`src/rtl/rdsps_pkg.sv`:
```
// Package for the RDS type 0A group sequencer: sizes, AF codes, item kinds,
// configuration register indexes and the pipeline stage record.
// No dependencies.
package rdsps_pkg;

  // AF table geometry.
  localparam int AF_TABLE_DEPTH = 32;
  localparam int AF_ADDR_W      = $clog2(AF_TABLE_DEPTH);
  localparam int AF_POS_W       = 6;
  localparam int AF_IDX_W       = 5;
  localparam int AF_CODE_W      = 8;
  localparam int AF_COUNT_W     = 5;
  // Positions compared against the depth carry one extra bit.
  localparam int AF_POSX_W      = AF_POS_W + 1;
  localparam logic [AF_POSX_W-1:0] AF_DEPTH_POSX = AF_POSX_W'(AF_TABLE_DEPTH);

  // AF method A codes.
  localparam logic [AF_CODE_W-1:0] AF_LIST_BASE = 8'd224;
  localparam logic [AF_CODE_W-1:0] AF_PAD_CODE  = 8'd205;

  // Text geometry.
  localparam int TEXT_CHARS = 8;
  localparam int TEXT_W     = TEXT_CHARS * 8;
  localparam int SEG_W      = 2;

  // Port widths.
  localparam int BLOCK_B_W   = 5;
  localparam int BLOCK_W     = 16;
  localparam int CFG_INDEX_W = 3;
  localparam int CFG_DATA_W  = TEXT_W;

  // Item kinds.
  typedef enum logic [1:0] {
    KIND_NEXT_GROUP  = 2'd0,
    KIND_AF_WRITE    = 2'd1,
    KIND_PS_NEW      = 2'd2,
    KIND_TRAFFIC_NEW = 2'd3
  } kind_t;

  // Configuration register indexes.
  typedef enum logic [CFG_INDEX_W-1:0] {
    CFG_PS_CHARS         = 3'd0,
    CFG_TRAFFIC_CHARS    = 3'd1,
    CFG_TRAFFIC_ANNOUNCE = 3'd2,
    CFG_DYNAMIC_PTY      = 3'd3,
    CFG_AF_COUNT         = 3'd4,
    CFG_AF_ENTRY_TOTAL   = 3'd5
  } cfg_reg_t;

  // What block C carries for one group.
  typedef enum logic [1:0] {
    AF_NONE   = 2'd0,
    AF_HEADER = 2'd1,
    AF_PAIR   = 2'd2
  } af_mode_t;

  // Group fields held while the AF table read completes.
  typedef struct packed {
    logic [BLOCK_B_W-1:0] block_b_low;
    logic [BLOCK_W-1:0]   block_d;
    af_mode_t             mode;
    logic [AF_CODE_W-1:0] header;
    logic                 first_live;
    logic                 second_live;
  } grp_stage_t;

endpackage

```
`src/rtl/rdsps_in_if.sv`:
```
// Input channel of the RDS group sequencer: valid/ready handshake with the
// item payload. Depends on rdsps_pkg.
interface rdsps_in_if;
  import rdsps_pkg::*;

  logic                valid;
  logic                ready;
  kind_t               kind;
  logic [AF_IDX_W-1:0] af_index;
  logic [AF_CODE_W-1:0] af_value;

  modport source (output valid, output kind, output af_index, output af_value, input ready);
  modport sink (input valid, input kind, input af_index, input af_value, output ready);
endinterface

```
`src/rtl/rdsps_out_if.sv`:
```
// Output channel of the RDS group sequencer: valid/ready handshake with the
// group block fields. Depends on rdsps_pkg.
interface rdsps_out_if;
  import rdsps_pkg::*;

  logic                 valid;
  logic                 ready;
  logic [BLOCK_B_W-1:0] block_b_low;
  logic [BLOCK_W-1:0]   block_c;
  logic [BLOCK_W-1:0]   block_d;

  modport source (output valid, output block_b_low, output block_c, output block_d,
                  input ready);
  modport sink (input valid, input block_b_low, input block_c, input block_d,
                output ready);
endinterface

```
`src/rtl/rdsps_ram.sv`:
```
// Generic single-write, single-read synchronous RAM with a registered read.
// No dependencies.
module rdsps_ram #(
  parameter int WIDTH = 8,
  parameter int DEPTH = 32
) (
  input  logic                     clk,
  input  logic                     we,
  input  logic [$clog2(DEPTH)-1:0] waddr,
  input  logic [WIDTH-1:0]         wdata,
  input  logic                     re,
  input  logic [$clog2(DEPTH)-1:0] raddr,
  output logic [WIDTH-1:0]         rdata
);

  logic [WIDTH-1:0] mem [DEPTH];

  // Write port.
  always_ff @(posedge clk) begin
    if (we) begin
      mem[waddr] <= wdata;
    end
  end

  // Registered read port; data holds between reads.
  always_ff @(posedge clk) begin
    if (re) begin
      rdata <= mem[raddr];
    end
  end

endmodule

```
`src/rtl/rds_ps_group_with_af_sequencer_core.sv`:
```
// RDS type 0A group sequencer: builds block B low bits, the AF word of block C
// and the two characters of block D. Depends on rdsps_pkg, rdsps_in_if,
// rdsps_out_if and rdsps_ram.
//
// The block takes one item per clock cycle while the read stage is free or
// moving. A next-group beat passes the read stage, which holds it for the AF
// table read out of the synchronous RAM, then the output register. Other kinds
// (AF table write, new PS text, new traffic text) produce no result. The AF
// table is held as two identical RAM copies so both codes of a pair are read
// in the same cycle; per-entry valid bits make unwritten entries read as zero
// right after reset, with no clearing pass. The next beat is accepted while a
// finished group waits in the output register if the read stage is free.
// Configuration may be written only while no group is in flight.
module rds_ps_group_with_af_sequencer_core (
  input  logic                             clk,
  input  logic                             rst,
  input  logic                             cfg_we,
  input  logic [rdsps_pkg::CFG_INDEX_W-1:0] cfg_index,
  input  logic [rdsps_pkg::CFG_DATA_W-1:0]  cfg_data,
  rdsps_in_if.sink                         item,
  rdsps_out_if.source                      result
);
  import rdsps_pkg::*;

  // Configuration registers.
  logic [TEXT_W-1:0]     ps_chars;
  logic [TEXT_W-1:0]     traffic_chars;
  logic                  traffic_announce;
  logic                  dynamic_pty;
  logic [AF_COUNT_W-1:0] af_count;
  logic [AF_POS_W-1:0]   af_entry_total;

  // Sequencer state.
  logic [SEG_W-1:0]      segment;
  logic [TEXT_W-1:0]     shown_ps;
  logic [TEXT_W-1:0]     shown_traffic;
  logic                  ps_pending;
  logic                  traffic_pending;
  logic [AF_POS_W-1:0]   af_position;
  logic [AF_POS_W-1:0]   af_position_next;
  logic [AF_TABLE_DEPTH-1:0] af_valid;

  // Handshake and pipeline.
  logic                  item_acc;
  logic                  grp_acc;
  logic                  afw_acc;
  logic                  s1_valid;
  logic                  s1_move;
  grp_stage_t            s1;
  grp_stage_t            s1_next;
  logic                  out_valid;
  logic [BLOCK_B_W-1:0]  out_b;
  logic [BLOCK_W-1:0]    out_c;
  logic [BLOCK_W-1:0]    out_d;

  // Datapath signals.
  logic [TEXT_W-1:0]     ps_eff;
  logic [TEXT_W-1:0]     traffic_eff;
  logic [TEXT_W-1:0]     text;
  logic [AF_POS_W-1:0]   pos_step;
  logic [AF_POSX_W-1:0]  pos_a;
  logic [AF_POSX_W-1:0]  pos_b;
  logic                  a_ok;
  logic                  b_ok;
  logic [AF_ADDR_W-1:0]  addr_a;
  logic [AF_ADDR_W-1:0]  addr_b;
  logic [AF_POSX_W-1:0]  widx;
  logic                  wr_ok;
  logic [AF_ADDR_W-1:0]  waddr;
  logic                  wr_en;
  logic [AF_CODE_W-1:0]  ram_a_q;
  logic [AF_CODE_W-1:0]  ram_b_q;
  logic [AF_CODE_W-1:0]  first_code;
  logic [AF_CODE_W-1:0]  second_raw;
  logic [AF_CODE_W-1:0]  second_code;
  logic [BLOCK_W-1:0]    block_c;

  // Beat acceptance; a new beat enters while the first stage is free or moving.
  assign s1_move    = s1_valid && (!out_valid || result.ready);
  assign item.ready = !s1_valid || !out_valid || result.ready;
  assign item_acc   = item.valid && item.ready;
  assign grp_acc    = item_acc && (item.kind == KIND_NEXT_GROUP);
  assign afw_acc    = item_acc && (item.kind == KIND_AF_WRITE);

  // Configuration writes.
  always_ff @(posedge clk) begin
    if (rst) begin
      ps_chars         <= 64'h2020_2020_2020_2020;
      traffic_chars    <= '0;
      traffic_announce <= 1'b0;
      dynamic_pty      <= 1'b0;
      af_count         <= '0;
      af_entry_total   <= '0;
    end else if (cfg_we) begin
      case (cfg_reg_t'(cfg_index))
        CFG_PS_CHARS:         ps_chars         <= cfg_data;
        CFG_TRAFFIC_CHARS:    traffic_chars    <= cfg_data;
        CFG_TRAFFIC_ANNOUNCE: traffic_announce <= cfg_data[0];
        CFG_DYNAMIC_PTY:      dynamic_pty      <= cfg_data[0];
        CFG_AF_COUNT:         af_count         <= cfg_data[AF_COUNT_W-1:0];
        CFG_AF_ENTRY_TOTAL:   af_entry_total   <= cfg_data[AF_POS_W-1:0];
        default: ;
      endcase
    end
  end

  // AF table write address; indexes beyond the table are dropped.
  assign widx  = AF_POSX_W'(item.af_index);
  assign wr_ok = widx < AF_DEPTH_POSX;
  assign waddr = widx[AF_ADDR_W-1:0];
  assign wr_en = afw_acc && wr_ok;

  // AF read positions for this group: the header reads entry zero through port A.
  assign pos_a  = AF_POSX_W'(af_position);
  assign pos_b  = pos_a + AF_POSX_W'(1);
  assign a_ok   = pos_a < AF_DEPTH_POSX;
  assign b_ok   = pos_b < AF_DEPTH_POSX;
  assign addr_a = pos_a[AF_ADDR_W-1:0];
  assign addr_b = pos_b[AF_ADDR_W-1:0];

  // Position advance after a header or a pair, with wrap to the header.
  always_comb begin
    pos_step = (af_position == '0) ? AF_POS_W'(1) : af_position + AF_POS_W'(2);
    if (af_count == '0) begin
      af_position_next = af_position;
    end else if (pos_step >= af_entry_total) begin
      af_position_next = '0;
    end else begin
      af_position_next = pos_step;
    end
  end

  // Text latched at segment zero when a reload is pending, and the shown text.
  always_comb begin
    ps_eff      = (segment == '0 && ps_pending) ? ps_chars : shown_ps;
    traffic_eff = (segment == '0 && traffic_pending) ? traffic_chars : shown_traffic;
    if (traffic_announce && traffic_eff[TEXT_W-1 -: 8] != '0) begin
      text = traffic_eff;
    end else begin
      text = ps_eff;
    end
  end

  // Group fields formed at acceptance.
  always_comb begin
    s1_next             = s1;
    s1_next.block_b_low = {traffic_announce, 1'b0,
                           (segment == '0) ? dynamic_pty : 1'b0, segment};
    case (segment)
      2'd0:    s1_next.block_d = text[TEXT_W-1  -: BLOCK_W];
      2'd1:    s1_next.block_d = text[TEXT_W-17 -: BLOCK_W];
      2'd2:    s1_next.block_d = text[TEXT_W-33 -: BLOCK_W];
      default: s1_next.block_d = text[TEXT_W-49 -: BLOCK_W];
    endcase
    if (af_count == '0) begin
      s1_next.mode = AF_NONE;
    end else if (af_position == '0) begin
      s1_next.mode = AF_HEADER;
    end else begin
      s1_next.mode = AF_PAIR;
    end
    s1_next.header      = AF_LIST_BASE + AF_CODE_W'(af_count);
    s1_next.first_live  = a_ok && af_valid[addr_a];
    s1_next.second_live = b_ok && af_valid[addr_b];
  end

  // Sequencer state update.
  always_ff @(posedge clk) begin
    if (rst) begin
      segment         <= '0;
      shown_ps        <= '0;
      shown_traffic   <= '0;
      ps_pending      <= 1'b1;
      traffic_pending <= 1'b1;
      af_position     <= '0;
      af_valid        <= '0;
    end else begin
      if (grp_acc) begin
        segment     <= segment + SEG_W'(1);
        shown_ps    <= ps_eff;
        shown_traffic <= traffic_eff;
        af_position <= af_position_next;
        if (segment == '0) begin
          ps_pending      <= 1'b0;
          traffic_pending <= 1'b0;
        end
      end
      if (item_acc && item.kind == KIND_PS_NEW) begin
        ps_pending <= 1'b1;
      end
      if (item_acc && item.kind == KIND_TRAFFIC_NEW) begin
        traffic_pending <= 1'b1;
      end
      if (wr_en) begin
        af_valid[waddr] <= 1'b1;
      end
    end
  end

  // Two copies of the AF table so both codes of a pair read in the same cycle.
  rdsps_ram #(
    .WIDTH (AF_CODE_W),
    .DEPTH (AF_TABLE_DEPTH)
  ) u_af_ram_a (
    .clk   (clk),
    .we    (wr_en),
    .waddr (waddr),
    .wdata (item.af_value),
    .re    (grp_acc),
    .raddr (addr_a),
    .rdata (ram_a_q)
  );

  rdsps_ram #(
    .WIDTH (AF_CODE_W),
    .DEPTH (AF_TABLE_DEPTH)
  ) u_af_ram_b (
    .clk   (clk),
    .we    (wr_en),
    .waddr (waddr),
    .wdata (item.af_value),
    .re    (grp_acc),
    .raddr (addr_b),
    .rdata (ram_b_q)
  );

  // Read stage: group fields wait here for the RAM data.
  always_ff @(posedge clk) begin
    if (rst) begin
      s1_valid <= 1'b0;
    end else if (grp_acc) begin
      s1_valid <= 1'b1;
    end else if (s1_move) begin
      s1_valid <= 1'b0;
    end
  end

  always_ff @(posedge clk) begin
    if (grp_acc) begin
      s1 <= s1_next;
    end
  end

  // Block C from the table codes; an empty second code becomes the filler.
  always_comb begin
    first_code  = s1.first_live ? ram_a_q : '0;
    second_raw  = s1.second_live ? ram_b_q : '0;
    second_code = (second_raw == '0) ? AF_PAD_CODE : second_raw;
    case (s1.mode)
      AF_HEADER: block_c = {s1.header, first_code};
      AF_PAIR:   block_c = {first_code, second_code};
      default:   block_c = {AF_LIST_BASE, AF_PAD_CODE};
    endcase
  end

  // Output register.
  always_ff @(posedge clk) begin
    if (rst) begin
      out_valid <= 1'b0;
    end else if (s1_move) begin
      out_valid <= 1'b1;
    end else if (result.ready) begin
      out_valid <= 1'b0;
    end
  end

  always_ff @(posedge clk) begin
    if (s1_move) begin
      out_b <= s1.block_b_low;
      out_c <= block_c;
      out_d <= s1.block_d;
    end
  end

  assign result.valid       = out_valid;
  assign result.block_b_low = out_b;
  assign result.block_c     = out_c;
  assign result.block_d     = out_d;

  // A group beat always lands in the read stage.
  a_grp_enters: assert property (@(posedge clk) disable iff (rst)
    grp_acc |=> s1_valid)
    else $error("group beat did not enter the read stage");

  // The segment counter steps by one for each group.
  a_seg_step: assert property (@(posedge clk) disable iff (rst)
    grp_acc |=> segment == $past(segment) + SEG_W'(1))
    else $error("segment counter did not advance");

  // A segment-zero group consumes both pending reloads.
  a_reload_done: assert property (@(posedge clk) disable iff (rst)
    grp_acc && segment == '0 |=> !ps_pending && !traffic_pending)
    else $error("text reload still pending after segment zero");

  // After an AF step the position is the header or below the entry total.
  a_pos_bound: assert property (@(posedge clk) disable iff (rst)
    grp_acc && af_count != '0 |=>
      af_position == '0 || af_position < $past(af_entry_total))
    else $error("AF position beyond entry total");

  // A held read-stage group is never dropped while the output stalls.
  a_s1_hold: assert property (@(posedge clk) disable iff (rst)
    s1_valid && !s1_move |=> s1_valid && $stable(s1))
    else $error("read stage lost a group under stall");

endmodule
```
`src/flat_wrapper.sv`:
```
// flat-port wrapper written by rule: the top's interface ports become plain ports
module rds_ps_group_with_af_sequencer_core_flat import rdsps_pkg::*;
  (clk, rst, cfg_we, cfg_index, cfg_data, item_valid, item_kind, item_af_index, item_af_value, item_ready, result_valid, result_block_b_low, result_block_c, result_block_d, result_ready);
  rdsps_in_if item_i ();
  rdsps_out_if result_i ();
  input  logic clk;
  input  logic rst;
  input  logic cfg_we;
  input  logic [rdsps_pkg::CFG_INDEX_W-1:0] cfg_index;
  input  logic [rdsps_pkg::CFG_DATA_W-1:0] cfg_data;
  input wire logic [$bits(item_i.valid)-1:0] item_valid;
  input wire logic [$bits(item_i.kind)-1:0] item_kind;
  input wire logic [$bits(item_i.af_index)-1:0] item_af_index;
  input wire logic [$bits(item_i.af_value)-1:0] item_af_value;
  output wire logic [$bits(item_i.ready)-1:0] item_ready;
  output wire logic [$bits(result_i.valid)-1:0] result_valid;
  output wire logic [$bits(result_i.block_b_low)-1:0] result_block_b_low;
  output wire logic [$bits(result_i.block_c)-1:0] result_block_c;
  output wire logic [$bits(result_i.block_d)-1:0] result_block_d;
  input wire logic [$bits(result_i.ready)-1:0] result_ready;
  assign item_i.valid = item_valid;
  assign item_i.kind = item_kind;
  assign item_i.af_index = item_af_index;
  assign item_i.af_value = item_af_value;
  assign item_ready = item_i.ready;
  assign result_valid = result_i.valid;
  assign result_block_b_low = result_i.block_b_low;
  assign result_block_c = result_i.block_c;
  assign result_block_d = result_i.block_d;
  assign result_i.ready = result_ready;
  rds_ps_group_with_af_sequencer_core u_core (.clk(clk), .rst(rst), .cfg_we(cfg_we), .cfg_index(cfg_index), .cfg_data(cfg_data), .item(item_i), .result(result_i));
endmodule
```
`config.mk`:
```
export PLATFORM = sky130hd
export DESIGN_NAME = rds_ps_group_with_af_sequencer_core_flat
export DESIGN_NICKNAME = d
export VERILOG_FILES = /design/src/rtl/rdsps_pkg.sv /design/src/rtl/rdsps_in_if.sv /design/src/rtl/rdsps_out_if.sv /design/src/rtl/rdsps_ram.sv /design/src/rtl/rds_ps_group_with_af_sequencer_core.sv /design/src/flat_wrapper.sv
export SDC_FILE = /design/constraint.sdc
export NUM_CORES = 1
export LEC_CHECK = 0
export ABC_CLOCK_PERIOD_IN_PS = 3200
export BUFFER_PORTS_ARGS = -buffer_cell sky130_fd_sc_hd__buf_2
export CAP_MARGIN = 5
export CORE_ASPECT_RATIO = 1.4
export CORE_MARGIN = 2
export CORE_UTILIZATION = 50
export DETAILED_ROUTE_END_ITERATION = 10
export PLACE_DENSITY = 0.69
export REMOVE_ABC_BUFFERS = 1
export SLEW_MARGIN = 20
export SYNTH_ARGS = -nofsm -noshare
export SYNTH_HDL_FRONTEND = slang
export SYNTH_SLANG_ARGS = --single-unit
```
`constraint.sdc`:
```
create_clock -name clk -period 3.2 [get_ports clk]
set_clock_uncertainty 0.05 [all_clocks]
set_input_delay 0.16 -clock clk [delete_from_list [all_inputs] [get_ports clk]]
set_output_delay 0.16 -clock clk [all_outputs]
set_load 0.05 [all_outputs]
```
After elaboration in Yosys (flattened, before gate mapping) --
Memories as Yosys holds them, arrays and structs flattened. A register that Yosys moved wholly into a read port is not among the register bits. Cells that the tools add are included.
Storage, ports and cells: word-level logic and storage cells 113, output and inout bits 39, bits in registers 381, bits in writable memories 512, memories kept 2
Cells by class: $lt $le $gt $ge 8, eq/ne operators 12, multiplexer cells 23, bitwise operators 2, add/subtract/negate cells 4, reductions and logical operators 37
Memory list:
- u_core.u_af_ram_a.mem | words 32, bits a word 8, rd ports 1, clocked after Yosys merged registers in 1, write ports 1, RTL line rdsps_ram.sv:16 | logic [WIDTH-1:0] mem [DEPTH];
- u_core.u_af_ram_b.mem | words 32, bits a word 8, rd ports 1, clocked after Yosys merged registers in 1, write ports 1, RTL line rdsps_ram.sv:16
Operator list (number):
- 2-to-1 mux 64 bit | 3
- case mux 16 bit (3 select lines) | 1
- OR 32 bit | 1
- case mux 16 bit (2 select lines) | 1
- < comparator 5 x 6 -> 1 bit (second input constant) | 4
- 2-to-1 mux 8 bit | 3
- AND reduction 2 bit | 8
- logical AND 1 bit | 13
- 2-to-1 mux 6 bit | 2
- binary-select mux 1 bit (select 5 bit) | 2
- 2-to-1 mux 1 bit | 9
- equality test 2 bit (second input constant) | 4
- zero test 8 bit | 1
- nonzero test 8 bit | 1
- adder 6 x 1 -> 7 bit (second input constant) | 1
- adder 6 x 6 -> 7 bit (first input constant) | 1
- < comparator 7 x 6 -> 1 bit (second input constant) | 1
- adder 6 x 2 -> 6 bit (second input constant) | 1
- equality test 2 x 1 -> 1 bit (second input constant) | 3
- equality test 3 x 2 -> 1 bit (second input constant) | 2
- equality test 3 bit (second input constant) | 2
- greater-or-equal comparator 6 bit | 1
- zero test 6 bit | 1
- < comparator 6 bit (second input constant) | 1
- 13 further kinds | 19

Depth between registers and ports, before layout --
Gate-level depths: netlist of the first run.
depth in word-level cells 8, gate-level depth with buffers 16, mapped depth without buffers 10

By module --
A second synthesis of the first run with hierarchy kept.
Second synthesis, totals: cell total of the unflattened synthesis 2680, area, all modules 36696.4 sq um
Modules (own cells, without submodules):
- rdsps_ram | cells an instance 417, seq. area each 7927.6 sq um, area an instance 10133.5 sq um, instances 2
- rds_ps_group_with_af_sequencer_core | cells an instance 1846, seq. area each 8217.9 sq um, area an instance 16429.5 sq um, instances 1

Worst setup path before layout of the first run --
Ideal clock, no wire load.
path type register to register, start register u_core.out_valid, in the netlist u_core.result.valid, end register u_core.s1[0] (netlist bit), enable pin, arrival time 3261 ps, cell stages (with the launch flop) 6, setup slack -538 ps, setup time 427 ps, clock period less this slack 3738 ps, path buffers 2, path through dfxtp_1 -> nand3b_1 -> nand3_1 -> inv_1 -> clkbuf_1 -> clkbuf_1
On the way: word-level cells in the longest chain between the ends 5
Ends and longest elaborated chain:
- from (decl) | RTL line rds_ps_group_with_af_sequencer_core.sv:51 | logic out_valid;
- from (signal assigned) | RTL line rds_ps_group_with_af_sequencer_core.sv:259 | out_valid <= 1'b0;
- from (signal assigned) | RTL line rds_ps_group_with_af_sequencer_core.sv:261 | out_valid <= 1'b1;
- from (signal assigned) | RTL line rds_ps_group_with_af_sequencer_core.sv:263 | out_valid <= 1'b0;
- zero test 1 bit | RTL line rds_ps_group_with_af_sequencer_core.sv:80 | assign item.ready = !s1_valid || !out_valid || result.ready;
- logical OR 1 bit (2 in a row) | RTL line rds_ps_group_with_af_sequencer_core.sv:80
- named net item_ready | RTL line flat_wrapper.sv:15 | output wire logic [$bits(item_i.ready)-1:0] item_ready;
- logical AND 1 bit | RTL line rds_ps_group_with_af_sequencer_core.sv:81 | assign item_acc = item.valid && item.ready;
- logical AND 1 bit | RTL line rds_ps_group_with_af_sequencer_core.sv:82 | assign grp_acc = item_acc && (item.kind == KIND_NEXT_GROUP);
- named net u_core.grp_acc | RTL line rds_ps_group_with_af_sequencer_core.sv:45 | logic grp_acc;
- to (signal assigned) | RTL line rds_ps_group_with_af_sequencer_core.sv:240 | s1 <= s1_next;
- to (decl) | RTL line rds_ps_group_with_af_sequencer_core.sv:49 | grp_stage_t s1;
The timed path passes the listed nets, and every way through them passes these cells. A chain may end at the register's enable or synchronous reset.

Worst setup path in the final report of the first run --
start register u_core.af_position[1], end register u_core.u_af_ram_b.rdata[7], read port of u_core.u_af_ram_b.mem, data pin
On the way: word-level cells in the longest chain between the ends 1
Ends and longest elaborated chain:
- from (decl) | RTL line rds_ps_group_with_af_sequencer_core.sv:39 | logic [AF_POS_W-1:0] af_position;
- from (signal assigned) | RTL line rds_ps_group_with_af_sequencer_core.sv:182 | af_position <= af_position_next;
- adder 6 x 1 -> 7 bit | RTL line rds_ps_group_with_af_sequencer_core.sv:115 | assign pos_b = pos_a + AF_POSX_W'(1);
- to (decl) | RTL line rdsps_ram.sv:13 | output logic [WIDTH-1:0] rdata
Every way passes these cells.

==> flow_summary.ini, run 1 <==
[floorplanning]
die_area_mm2 = 0.0595
io_pins = 126
initial_core_util = 0.503
fp-row-count = 104
core_mm2 = 0.0571
die_y_um = 288
die_x_um = 207

[critical_path]
cp_num_buf_inv = 3
ff2ff_setup_slack_ns = 0.47
cp.depth = 9
slowest_delay_ns = 0.38
worstSetupEndpoint = u_core.u_af_ram_b.rdata[7]
critPathKind = flip-flop to flip-flop
crit_chain = buf_4 -> ha_1 -> nand2_1 -> xor2_1 -> a31oi_1 -> buf_4 -> o22ai_1 -> buf_4 -> a221oi_1
cp-startpoint = u_core.af_position[1]
crit_top_cell = buf_4
crit_fanout = 20
crit_path_end_kind = flip-flop
crit_arrival_ns = 3.09
reg2reg_to = u_core.u_af_ram_b.rdata[7]
r2r-start = u_core.af_position[1]
required_ns = 3.56
cpMaxStageDelayCell = dfxtp_4
cp_top_family = buffers and inverters
reg2reg_depth = 9
critPathLaunchType = flip-flop

[detailed_routing]
via_per_inst = 5.98
wl_per_cell_um = 22.6
drt-initial-drc-count = 2064
dr.pass1.iters = 5
drcViolationCount = 0
final_antenna_net_count = 0
num_vias = 20557
totalWireLength_um = 77800

[flow_run]
max_cap_viol_count = 0

[layout]
diodes = 0
design_area_mm2 = 0.0333
fin_cells = 3437
drive_gt1_frac = 0.213
layout_commonest_cell = nand2_1
nNetsFinal = 2746
syn_to_final_growth_pct = 15.9
final_util = 0.583
fillers = 4494
mostFrequentLayoutCells = nand2_1 (565), edfxtp_1 (337), dfxtp_1 (311), a21oi_1 (246), mux4_2 (178)

[global_route]
grt_pass1_wl_um = 118000
antenna_found_initial = 0
grt_max_degree = 120
grt_pass1_vias = 20574
gr-total-overflow = 0
grt_usage = 0.261

[synth]
ys.flop_type = edfxtp_1
synthCells = 2477
syn-mean-instance-area_um2 = 11.6
async_flop_share = 0
synth_cell_types = 50
synth_edf_count = 337
yosys_warnings = 0
syn_area_mm2 = 0.0288
ys_seq_elements = 650
ys_seq_area_frac = 0.570

[pwr]
leakage_nw = 11.2
powerDensity_mw_per_mm2 = 525
ir_drop_uv = 476

[hold_path]
min-delay-start = item_af_value[7]
min_path_type = input pin to flip-flop

[cts]
clockBufferDepth = 3
postCtsSetupRepairBufs = 0
clock_sinks = 650
root_buffer = clkbuf_16
clkTransAtPathRegs_ns = 0.06
cts_tree = done
cts_buffers = 61
clk_latency_ns = 0.63
htree_levels = 2

[sta]
drv_slew = 0
period_share = 0.854
tightest_slew_ns = 1.12
whs_ns = 0.0815
worst_slack_ns = 0.467
max-slew-margin-rel = 0.250
hold_violations = 0
rsz0062_at_grt = false
finalCriticalPeriod_ns = 2.73
max_freq_ghz = 0.366
setup_viol = 0

[placed_design]
routabilityCongestion = 0.852
post_dp_cell_area_mm2 = 0.0304
io_buffers = 124
pre_cts_ws_ns = 0.518
dp_hpwl_um = 50800
placed_cells = 3241

[outcome]
status = finished clean
timing repair:
action,4_1_cts,5_1_grt
hold buffers,82,0
endpoints found under the hold margin,339,0
resized for setup,0,0
kinds of logic (layout without fill, tap and decap cells):
kind of cell	count (synthesis)	count (layout)	share of synthesized area
AO/OA/AOI/OAI	368	368	0.0733
XOR/XNOR	6	6	0.00209
adder cells (fa/ha/maj)	15	15	0.00653
buffers and inverters	241	459	0.0347
flip-flops	650	650	0.570
multiplexers	295	295	0.184
other	1	1	0.000130
AND/OR/NAND/NOR	901	901	0.130
report_power, final:
group / switching [mW] / leakage (nW) / internal (mW)
registers: 0.0719 / 5.57 / 8.85
clock network: 3.11 / 1.02 / 4.43
logic: 0.668 / 4.57 / 0.383
total: 3.85 / 11.2 / 13.7
worst min-delay path by stage:
stage,depth (start not counted),end
final,1,u_core.u_af_ram_b.mem[26][7]
after global routing,1,u_core.u_af_ram_b.mem[26][7]
after CTS,1,u_core.u_af_ram_b.mem[26][7]
after detailed placement,3,u_core.ps_chars[21]
after global placement,3,u_core.ps_chars[29]
after floorplan,1,u_core.af_position[2]
through the flow:
| step | power, mW | TNS (ns) |
|---|---|---|
| after floorplan | 9.58 | -382.65 |
| after detailed placement | 10.1 | 0 |
| after global routing | 18.0 | 0 |
| after CTS | 17.6 | 0 |
| after global placement | 10.0 | 0 |
| final | 17.5 | 0 |
cells in the mapped netlist (6+ instances only):
| master | number | area [um^2] |
|---|---|---|
| a21oi_1 | 246 | 1230 |
| a221oi_1 | 9 | 78.8 |
| a22oi_1 | 36 | 270 |
| a31oi_1 | 6 | 37.5 |
| and2_1 | 9 | 56.3 |
| buf_1 | 19 | 71.3 |
| buf_2 | 35 | 175 |
| clkbuf_1 | 130 | 488 |
| dfxtp_1 | 313 | 6270 |
| edfxtp_1 | 337 | 10100 |
| ha_1 | 15 | 188 |
| inv_1 | 48 | 180 |
| mux2_1 | 21 | 236 |
| mux2_2 | 67 | 754 |
| mux2i_1 | 29 | 290 |
| mux4_2 | 178 | 4010 |
| nand2_1 | 569 | 2140 |
| nand2b_1 | 7 | 43.8 |
| nand3_1 | 107 | 536 |
| nand3b_1 | 15 | 113 |
| nor2_1 | 140 | 526 |
| nor2b_1 | 7 | 43.8 |
| nor3_1 | 22 | 110 |
| nor4_1 | 8 | 50.1 |
| o22ai_1 | 42 | 263 |
metal layers:
layer,routed length [um],GRT usage,vias to the layer above
met5,0,0,-
met4,3560,0.114,0
met3,5160,0.0359,200
met2,41200,0.474,856
met1,27900,0.306,10184
li1,-,-,9317
worst register-to-register path: cells and delay by family (launching register included):
kind                       cells  cell delay (ns)
buffers and inverters          3             0.70
AOI/OAI and AO/OA              3             0.64
DFF                            1             0.38
adders and majority gates      1             0.38
xor gates and xnor gates       1             0.20
and+or+nand+nor                1             0.17
flip-flops by register name (all words and copies together) (netlist names), 2 cells and up:
signal / count
u_core.s1: 29
u_core.result.block_b_low: 4
u_core.result.block_d: 16
u_core.af_count: 5
u_core.af_position: 6
u_core.shown_ps: 64
u_core.ps_chars: 64
u_core.shown_traffic: 64
u_core.af_valid: 32
u_core.u_af_ram_b.rdata: 8
u_core.u_af_ram_a.rdata: 8
u_core.segment: 2
u_core.u_af_ram_b.mem: 256
u_core.result.block_c: 16
u_core.traffic_chars: 64
u_core.af_entry_total: 6
final cells by class:
cell class / count / area, um^2 / share of cell area
well taps: 742 / 928 / 0.0279
multi-input cells: 1586 / 11500 / 0.344
inverters: 48 / 180 / 0.00541
repair buffers: 297 / 2300 / 0.0689
flip-flops and latches: 650 / 16400 / 0.492
clock buffers: 86 / 1700 / 0.0511
clock inverters: 28 / 374 / 0.0112
(Power assumes the default switching activity.)
==> inputs of run 2 (changes only) <==
MAX_ROUTING_LAYER = met4   (was unset)
SYNTH_HIERARCHICAL = 1   (was unset)
==> flow_summary.ini, run 2 <==
[outcome]
status = finished clean

[sta]
finalCriticalPeriod_ns = 2.87
hold_violations = 0
setup_viol = 0
period_share = 0.896
drv_slew = 0
max_freq_ghz = 0.349
tightest_slew_ns = 0.852
max-slew-margin-rel = 0.432
rsz0062_at_grt = false

[synth]
synth.largest_area_cell = edfxtp_1
synth_common_cells = edfxtp_1 (593), nand2_1 (561), dfxtp_1 (313), a21oi_1 (297), mux4_2 (174)
synth.most_common_cell = edfxtp_1
synth_cell_types = 62
syn-mean-instance-area_um2 = 13.7
yosys.area.top_type_share = 0.485
syn_area_mm2 = 0.0367
synth_edf_count = 593
synthCells = 2680
ys_seq_elements = 906
async_flop_share = 0
ys.flop_type = edfxtp_1
synthTopCellsByArea = edfxtp_1 (49%), dfxtp_1 (17%), mux4_2 (11%)
ys_seq_area_frac = 0.656
yosys_warnings = 6

[pwr]
pwr-share-clk = 0.421
power_switching_mw = 5.02
ir_drop_uv = 490
power_frac_comb = 0.043
swShare = 0.214
p_int_mw = 18.5
leakage_nw = 14.0
powerDensity_mw_per_mm2 = 555
total_power_mw = 23.5
pwr-share-seq = 0.536

[critical_path]
cp_num_buf_inv = 1
required_ns = 3.54
crit_fanout = 64
crit_path_end_kind = flip-flop
cp_top_family = multiplexers
crit_arrival_ns = 3.21
cp-startpoint = u_core/af_position[0]
crit_chain = ha_1 -> xor2_4 -> buf_12 -> mux4_2 -> mux4_2 -> mux2_2
crit_top_cell = mux4_2
slowest_delay_ns = 0.53
critPathLaunchType = flip-flop
cpMaxStageDelayCell = mux4_2
r2r-start = u_core/af_position[0]
critPathKind = flip-flop to flip-flop

[floorplanning]
io_pins = 126
die_y_um = 325
initial_core_util = 0.504
die_x_um = 233
core_mm2 = 0.0728
fp-row-count = 117
die_area_mm2 = 0.0756

[layout]
mostFrequentLayoutCells = edfxtp_1 (593), nand2_1 (560), dfxtp_1 (310), a21oi_1 (297), mux4_2 (174)
layout_commonest_cell = edfxtp_1
top_regs = u_core/u_af_ram_a/mem: 256 flops, u_core/u_af_ram_b/mem: 256 flops
drive_gt1_frac = 0.229
fillers = 5595
fin_cells = 3933
regArea_mm2 = 0.0241
multiInputGateArea_mm2 = 0.0118
nNetsFinal = 3012
final_util = 0.582
syn_to_final_growth_pct = 15.4

[global_route]
grt_usage = 0.248
grt_pass1_wl_um = 139000
grt_max_degree = 118
antenna_found_initial = 3
gr-total-overflow = 0
grt_pass1_vias = 23459

[flow_run]
max_cap_viol_count = 0

[cts]
cts_tree = done
postCtsSetupRepairBufs = 0
clk_latency_ns = 0.64
cts_buffers = 84
clock_sinks = 906
root_buffer = clkbuf_16
htree_levels = 3
clockBufferDepth = 3
holdBufCountCts = 78
cts-resized-gates = 0
clkTransAtPathRegs_ns = 0.06

[placed_design]
dp_hpwl_um = 58700
placed_cells = 3698
io_buffers = 124
routabilityCongestion = 0.865

[detailed_routing]
wl_per_cell_um = 23.3
final_antenna_net_count = 0
num_vias = 23078
totalWireLength_um = 91500
drcViolationCount = 0
dr.pass1.iters = 5
drt-initial-drc-count = 2258
via_per_inst = 5.87

[hold_path]
min_path_type = input pin to flip-flop
min-delay-start = item_af_value[4]
==> run 2: changes by cell type in the layout (fill, tap and decap cells not counted), moves of 11 or more <==
cell | before | now
a22oi_1 | 36 | 22
nor3_1 | 21 | 8
clkbuf_16 | 63 | 85
inv_1 | 47 | 14
buf_4 | 78 | 115
mux2_2 | 67 | 99
mux2_1 | 21 | 10
nand3_1 | 107 | 29
a32oi_1 | 4 | 19
a21oi_1 | 246 | 297
edfxtp_1 | 337 | 593
a21o_1 | 2 | 16
o22ai_1 | 42 | 1
a221oi_1 | 9 | 32
==> run 2: cells by family after synthesis <==
kind of cell / count (synthesis) / synth area share
xor+xnor: 7 / 0.00188
simple gates: 810 / 0.0918
compound gates: 420 / 0.0679
other cells: 1 / 0.000102
flops: 906 / 0.656
fa+ha+maj: 15 / 0.00511
buf+inv: 196 / 0.0247
mux: 325 / 0.153
==> run 2: cell type report <==
| type | count | area share |
|---|---|---|
| diodes | 4 | 0.000236 |
| multi-input cells | 1578 | 0.278 |
| clock buffers | 113 | 0.0555 |
| well taps | 952 | 0.0281 |
| flip-flops and latches | 906 | 0.569 |
| inverters | 16 | 0.00148 |
| clock inverters | 40 | 0.00901 |
| repair buffers | 324 | 0.0591 |
==> run 2: worst paths after layout <==
kind	cells after the start	end	slack, ns
max reg2reg	6	u_core/u_af_ram_b/rdata[0]	0.33
min reg2reg	0	u_core/result.block_d[7]	0.37
max	6	u_core/u_af_ram_b/rdata[0]	0.33
min	1	u_core/u_af_ram_b/mem[21][4]	0.001
==> run 2: through the flow <==
stage | setup TNS [ns] | setup slack [ns] | area (um^2) | hold WS, ns
floorplan | -249.07 | -6.45 | 35900 | 0.179
global placement | 0 | 0.369 | 38800 | 0.345
detailed placement | 0 | 0.355 | 38800 | 0.355
CTS | 0 | 0.336 | 42300 | 0.0135
global route | 0 | 0.0603 | 42300 | 0.0313
finish | 0 | 0.331 | 42400 | 0.00117
==> run 2: power groups by stage <==
stage | Combinational (mW) | Clock, mW | Sequential, mW
CTS | 1.02 | 10.1 | 12.6
floorplan | 0.384 | 0 | 12.9
detailed placement | 0.935 | 0 | 12.9
finish | 1.02 | 9.88 | 12.6
global placement | 0.912 | 0 | 12.8
global route | 1.09 | 10.5 | 12.6
==> run 2: per-layer routing <==
layer / GRT usage / wire, um
met2: 0.435 / 48600
met1: 0.282 / 34000
met4: 0.107 / 3740
met3: 0.0340 / 5140
met5: - / 0
